==> config.mk <==
export PLATFORM = sky130hd
export DESIGN_NAME = mas_cfg
export DESIGN_NICKNAME = d
export VERILOG_FILES = /design/src/design/mas_pkg.sv /design/src/design/mas_cfg.sv
export SDC_FILE = /design/constraint.sdc
export NUM_CORES = 1
export LEC_CHECK = 0
export ABC_AREA = 1
export BUFFER_PORTS_ARGS = -buffer_cell sky130_fd_sc_hd__buf_2
export CAP_MARGIN = 30
export CORE_MARGIN = 2
export CORE_UTILIZATION = 44
export CTS_CLUSTER_DIAMETER = 60
export CTS_CLUSTER_SIZE = 16
export DETAILED_ROUTE_END_ITERATION = 10
export PLACE_DENSITY_LB_ADDON = 0.2
export SLEW_MARGIN = 30
export SYNTH_ARGS = -nofsm -noshare
export SYNTH_HDL_FRONTEND = slang
export SYNTH_SLANG_ARGS = --single-unit
export TNS_END_PERCENT = 50
==> constraint.sdc <==
create_clock -name clk -period 1.9 [get_ports clk]
set_input_delay 0.095 -clock clk [delete_from_list [all_inputs] [get_ports clk]]
set_output_delay 0.095 -clock clk [all_outputs]
set_load 0.01 [all_outputs]
==> src/design/mas_pkg.sv <==
// Shared types, codes and helpers of the matrix add/subtract/multiply block.
package mas_pkg;

	localparam int MAX_DIM_DEF = 16;
	// Largest row or column count that the 4-bit index fields can reach.
	localparam int STORE_LIM   = 16;

	localparam int CFG_AW = 5;
	localparam int CFG_DW = 32;

	localparam logic [1:0] OP_ADD = 2'd0;
	localparam logic [1:0] OP_SUB = 2'd1;
	localparam logic [1:0] OP_MUL = 2'd2;

	localparam logic [1:0] FUNC_LOAD_A  = 2'd0;
	localparam logic [1:0] FUNC_LOAD_B  = 2'd1;
	localparam logic [1:0] FUNC_REQUEST = 2'd2;

	localparam logic [1:0] STAT_OK  = 2'd0;
	localparam logic [1:0] STAT_DIM = 2'd1;
	localparam logic [1:0] STAT_POS = 2'd2;

	localparam logic [2:0] REG_OP_MODE = 3'd0;
	localparam logic [2:0] REG_A_ROWS  = 3'd1;
	localparam logic [2:0] REG_A_COLS  = 3'd2;
	localparam logic [2:0] REG_B_ROWS  = 3'd3;
	localparam logic [2:0] REG_B_COLS  = 3'd4;

	typedef struct packed {
		logic [1:0]         func;
		logic [3:0]         row;
		logic [3:0]         col;
		logic signed [15:0] value;
	} item_t;

	typedef struct packed {
		logic [3:0]         out_row;
		logic [3:0]         out_col;
		logic signed [35:0] result_value;
		logic [1:0]         status;
	} result_t;

	typedef struct packed {
		logic [1:0] op_mode;
		logic [4:0] a_rows;
		logic [4:0] a_cols;
		logic [4:0] b_rows;
		logic [4:0] b_cols;
	} cfg_t;

	localparam cfg_t CFG_RESET = '{
		op_mode: OP_ADD,
		a_rows:  5'd1,
		a_cols:  5'd1,
		b_rows:  5'd1,
		b_cols:  5'd1
	};

	typedef enum logic [1:0] {
		S_IDLE,
		S_ADDSUB,
		S_MAC,
		S_DONE
	} state_t;

	// A dimension is usable when it is nonzero and fits both limits.
	function automatic logic dim_ok(input logic [4:0] d, input int unsigned lim);
		return (d != 5'd0) && (32'(d) <= lim) && (32'(d) <= 32'(STORE_LIM));
	endfunction

endpackage

==> src/design/mas_cfg.sv <==
// APB-style configuration register file of the matrix block.
module mas_cfg (
	input  logic                        clk,
	input  logic                        arst_n,
	input  logic                        psel,
	input  logic                        penable,
	input  logic                        pwrite,
	input  logic [mas_pkg::CFG_AW-1:0] paddr,
	input  logic [mas_pkg::CFG_DW-1:0] pwdata,
	output logic [mas_pkg::CFG_DW-1:0] prdata,
	output logic                        pready,
	output mas_pkg::cfg_t               cfg
);
	import mas_pkg::*;

	cfg_t       cfg_q;
	logic       wr_en;
	logic [2:0] reg_idx;

	assign reg_idx = paddr[4:2];
	assign wr_en   = psel & penable & pwrite;
	assign pready  = 1'b1;
	assign cfg     = cfg_q;

	always_ff @(posedge clk or negedge arst_n) begin
		if (!arst_n) begin
			cfg_q <= CFG_RESET;
		end else if (wr_en) begin
			case (reg_idx)
				REG_OP_MODE: cfg_q.op_mode <= pwdata[1:0];
				REG_A_ROWS:  cfg_q.a_rows  <= pwdata[4:0];
				REG_A_COLS:  cfg_q.a_cols  <= pwdata[4:0];
				REG_B_ROWS:  cfg_q.b_rows  <= pwdata[4:0];
				REG_B_COLS:  cfg_q.b_cols  <= pwdata[4:0];
				default: ;
			endcase
		end
	end

	always_comb begin
		case (reg_idx)
			REG_OP_MODE: prdata = CFG_DW'(cfg_q.op_mode);
			REG_A_ROWS:  prdata = CFG_DW'(cfg_q.a_rows);
			REG_A_COLS:  prdata = CFG_DW'(cfg_q.a_cols);
			REG_B_ROWS:  prdata = CFG_DW'(cfg_q.b_rows);
			REG_B_COLS:  prdata = CFG_DW'(cfg_q.b_cols);
			default:     prdata = '0;
		endcase
	end

endmodule

* Yosys cells after proc, flatten, opt, wreduce, memory -nomap -nowiden *
Index checks and enable logic that the tools add are counted.
W data, S select, Z words.

word-level totals
  register bits after elaboration = 22
  input bits = 42
  output and inout port bits = 55
  logic and storage cells = 18

cells by class
  eq/ne operators = 4
  mux-type cells = 1
  bitwise operators = 2
  reduce and logical (&&, ||, !) cells = 6

operator list
  cell                  number
  $pmux W5 S5           1
  $reduce_and A2 Y1     5
  $eq A3 B2 Y1 const B  2
  $eq A3 B1 Y1 const B  1
  $eq A3 B3 Y1 const B  1
  $logic_not A3 Y1      1
  $and A1 B1 Y1         2

* Longest topological paths before layout *
  word-level depth = 3
  mapped depth = 6
  gate-level depth less buffers = 5

* Worst setup path after synthesis *
OpenSTA, ideal clock, no wires.

  path type = reg2out
  from = register cfg_q, in the netlist cfg[5]
  to = output prdata[0] (netlist bit)
  data arrival time = 0.823 ns
  data required time = 1.805 ns
  slack = 0.982 ns
  stages on the path, launching flop included = 5
  path buffers = 0
  path through = dfstp_2 > nand4_1 > nand2_1 > nor2_1 > nand2_1

on the way
  cells in the longest elaborated chain, start to end = 1

ends and longest elaborated chain
  element      line           text
  from (decl)  mas_cfg.sv:16  cfg_t cfg_q;
  $pmux W5 S5  mas_cfg.sv:41  case (reg_idx)
  to (decl)    mas_cfg.sv:10  output logic [mas_pkg::CFG_DW-1:0] prdata,

Every way passes these cells.

* Worst setup path in the final report *
Ends and elaborated chain as after synthesis.

==> flow_metrics.tcl <==
set metrics [dict create \
    ctsHtreeMaxLevel 1 \
    io_buffers 39 \
    largest_reg_flops 22 \
    start_kind "flip-flop" \
    rr_worst_depth 2 \
    slew_headroom_pct 65.8 \
    final_nets 252 \
    r2r_start "cfg[15]$_DFFE_PN1P_" \
    multi_input_area_um2 654 \
    ant_nets 0 \
    critPathLaunch "cfg[5]$_DFFE_PN1P_" \
    grt_overflow 0 \
    worst_setup_path_end_kind "primary output" \
    vias 1217 \
    clockBufferDepth 2 \
    switching_power_mw 0.449 \
    grt_pass1_wl_um 5240 \
    combinationalPowerShare_pct 27.8 \
    numCtsBuffers 3 \
    gp_congestion 0.781 \
    layout-drive-gt1-share_pct 29.2 \
    seq_area_frac_synth_pct 40.6 \
    p_int_mw 0.808 \
    cp_max_fo 3 \
    post_cts_buffers 0 \
    synth_top_area_cell "dfrtp_1" \
    status "finished, final reports clean" \
    hold_viol 0 \
    slew_violations 0 \
    critPathRequiredTime_ps 1800 \
    grt_pass1_vias 1084 \
    drt_iter0_drc 33 \
    post-route-drc-count 0 \
    finalSetupTns_ps 0 \
    cap_violations 0 \
    tightest_slew_ps 512 \
    period_minus_slack_ps 1420 \
    row_count 20 \
    ys_ff_latch 22 \
    layout_commonest_cell "nand2_1" \
    power_density_nw_per_um2 835 \
    p_leak_nw 0.831 \
    min_path_type "in -> reg" \
    die_w_um 59.8 \
    grt_max_degree 28 \
    core_um2 3000 \
    cts_tree "built" \
    setup_violations 0 \
    antenna_found_initial 0 \
    seq_area_um2 556 \
    crit_end "prdata[0]" \
    wl_per_cell_um 13.4 \
    io_pins 97 \
    first_pass_iters 4 \
    wl_um 3250 \
    synthTopCellsByArea "dfrtp_1, buf_4, nand2_1, dfstp_2, o21ai_0" \
    fp.dieH_um 59.8 \
    place_hpwl_um 2420 \
    seqPwrFrac_pct 50.6 \
    clockPowerShare_pct 21.7 \
    fmax_mhz 706 \
    hold_slack_ps 23.6 \
    synth_cell_types 19 \
    syn-cell-area_um2 1370 \
    worstPathArrival_ps 1320 \
    r2r_slack_ps 1130 \
    start_util_pct 45.6 \
    grt_setup_unrepaired "no" \
    yosys_warnings 0 \
    track_usage_pct 19.8 \
    nFillCells 308 \
    layout_common_cells "nand2_1, buf_2, conb_1, dfrtp_1, o21ai_0" \
    clkSlewWorstSetupHoldPaths_ps 130 \
    clock_latency_ps 320 \
    syn_inst 172 \
    clock_sinks 22 \
    criticalPathCategory "reg -> out" \
    dieArea_um2 3570 \
    fin_crit_sh_pct 74.6 \
    viasPerCell 5.03 \
    syn_avg_cell_area_um2 7.96 \
    diodes 0 \
    finClkSkew_ps 0 \
    rr_endpoint "cfg[15]$_DFFE_PN1P_" \
    cts_root_buf "clkbuf_4" \
    ctsResizeCount 0 \
    area_growth_pct 9.96 \
    ir_drop_mv 0.426 \
    p_sw_share_pct 35.7 \
    yosysTopAreaCellShare_pct 32.9 \
]
Yosys cell counts:
| cell | count |
|---|---|
| clkinv_2 | 1 |
| o21ai_1 | 9 |
| nor2_2 | 2 |
| nor2_4 | 4 |
| nand3_4 | 1 |
| nor2_1 | 3 |
| nand3_2 | 2 |
| dfstp_2 | 4 |
| nand2_2 | 2 |
| nand3_1 | 12 |
| buf_6 | 1 |
| inv_2 | 2 |
| clkbuf_1 | 2 |
| buf_4 | 30 |
| o21ai_0 | 13 |
| conb_1 | 2 |
| nand2_1 | 56 |
| nand4_1 | 8 |
| dfrtp_1 | 18 |
critical path: stages (launching register included):
cell	delay (ps)
dfstp_2	570
nand4_1	110
nand2_1	100
nor2_1	50
nand2_1	50
buf_2	120
cell families (layout without fill, tap and decap cells):
| kind of cell | count (synthesis) | after routing | share of synthesized area [%] |
|---|---|---|---|
| DFF | 22 | 22 | 40.6 |
| and+or+nand+nor | 90 | 90 | 32.1 |
| other | 2 | 28 | 0.549 |
| AOI/OAI and AO/OA | 22 | 22 | 8.04 |
| buffers and inverters | 36 | 47 | 18.7 |
layout make-up:
class,instances,area share (%)
inverters,3,0.831
multi-input cells,140,43.5
clock buffers,4,2.41
repair buffers,40,13.6
well taps,33,2.74
flip-flops and latches,22,36.9
metal layers:
layer / part of all wire, % / vias up / track usage [%] / routed length, µm
li1: - / 582 / - / -
met1: 43 / 561 / 27.8 / 1400
met2: 47 / 70 / 31.2 / 1540
met3: 8.5 / 4 / 2.81 / 277
met4: 0.95 / 0 / 6.67 / 31
met5: 0 / - / 0 / 0
through the flow:
stage	power, mW	setup slack [ps]	util [%]	cell area (µm²)	cells
5_1_grt	1.34	433	50.1	1510	242
2_1_floorplan	0.867	982	-	1470	198
6_report	1.26	483	50.1	1510	242
3_5_place_dp	0.993	758	48.6	1460	237
3_3_place_gp	0.982	771	48.6	1460	237
4_1_cts	1.26	487	50.1	1510	242
how the worst min path moves through the flow:
| stage | startpoint | end | slack, ps | depth (start not counted) |
|---|---|---|---|---|
| floorplan | arst_n | cfg[11]$_DFFE_PN0P_ | -200 | 0 |
| global placement | arst_n | cfg[6]$_DFFE_PN0P_ | 70 | 1 |
| detailed placement | arst_n | cfg[6]$_DFFE_PN0P_ | 90 | 1 |
| CTS | pwdata[0] | cfg[0]$_DFFE_PN1P_ | 30 | 3 |
| global route | pwdata[0] | cfg[15]$_DFFE_PN1P_ | 40 | 3 |
| finish | pwdata[0] | cfg[0]$_DFFE_PN1P_ | 20 | 3 |
power by group through the flow:
stage	Sequential, mW	Combinational [mW]	Clock [mW]
4_1_cts	0.635	0.352	0.270
2_1_floorplan	0.674	0.193	0
3_3_place_gp	0.643	0.339	0
6_report	0.635	0.349	0.273
5_1_grt	0.649	0.393	0.298
3_5_place_dp	0.645	0.349	0
timing repair:
action,CTS,global route
endpoints found under the setup margin,0,0
hold endpoints to repair,18,0
hold buffers,1,0
(Power assumes the default switching activity.)
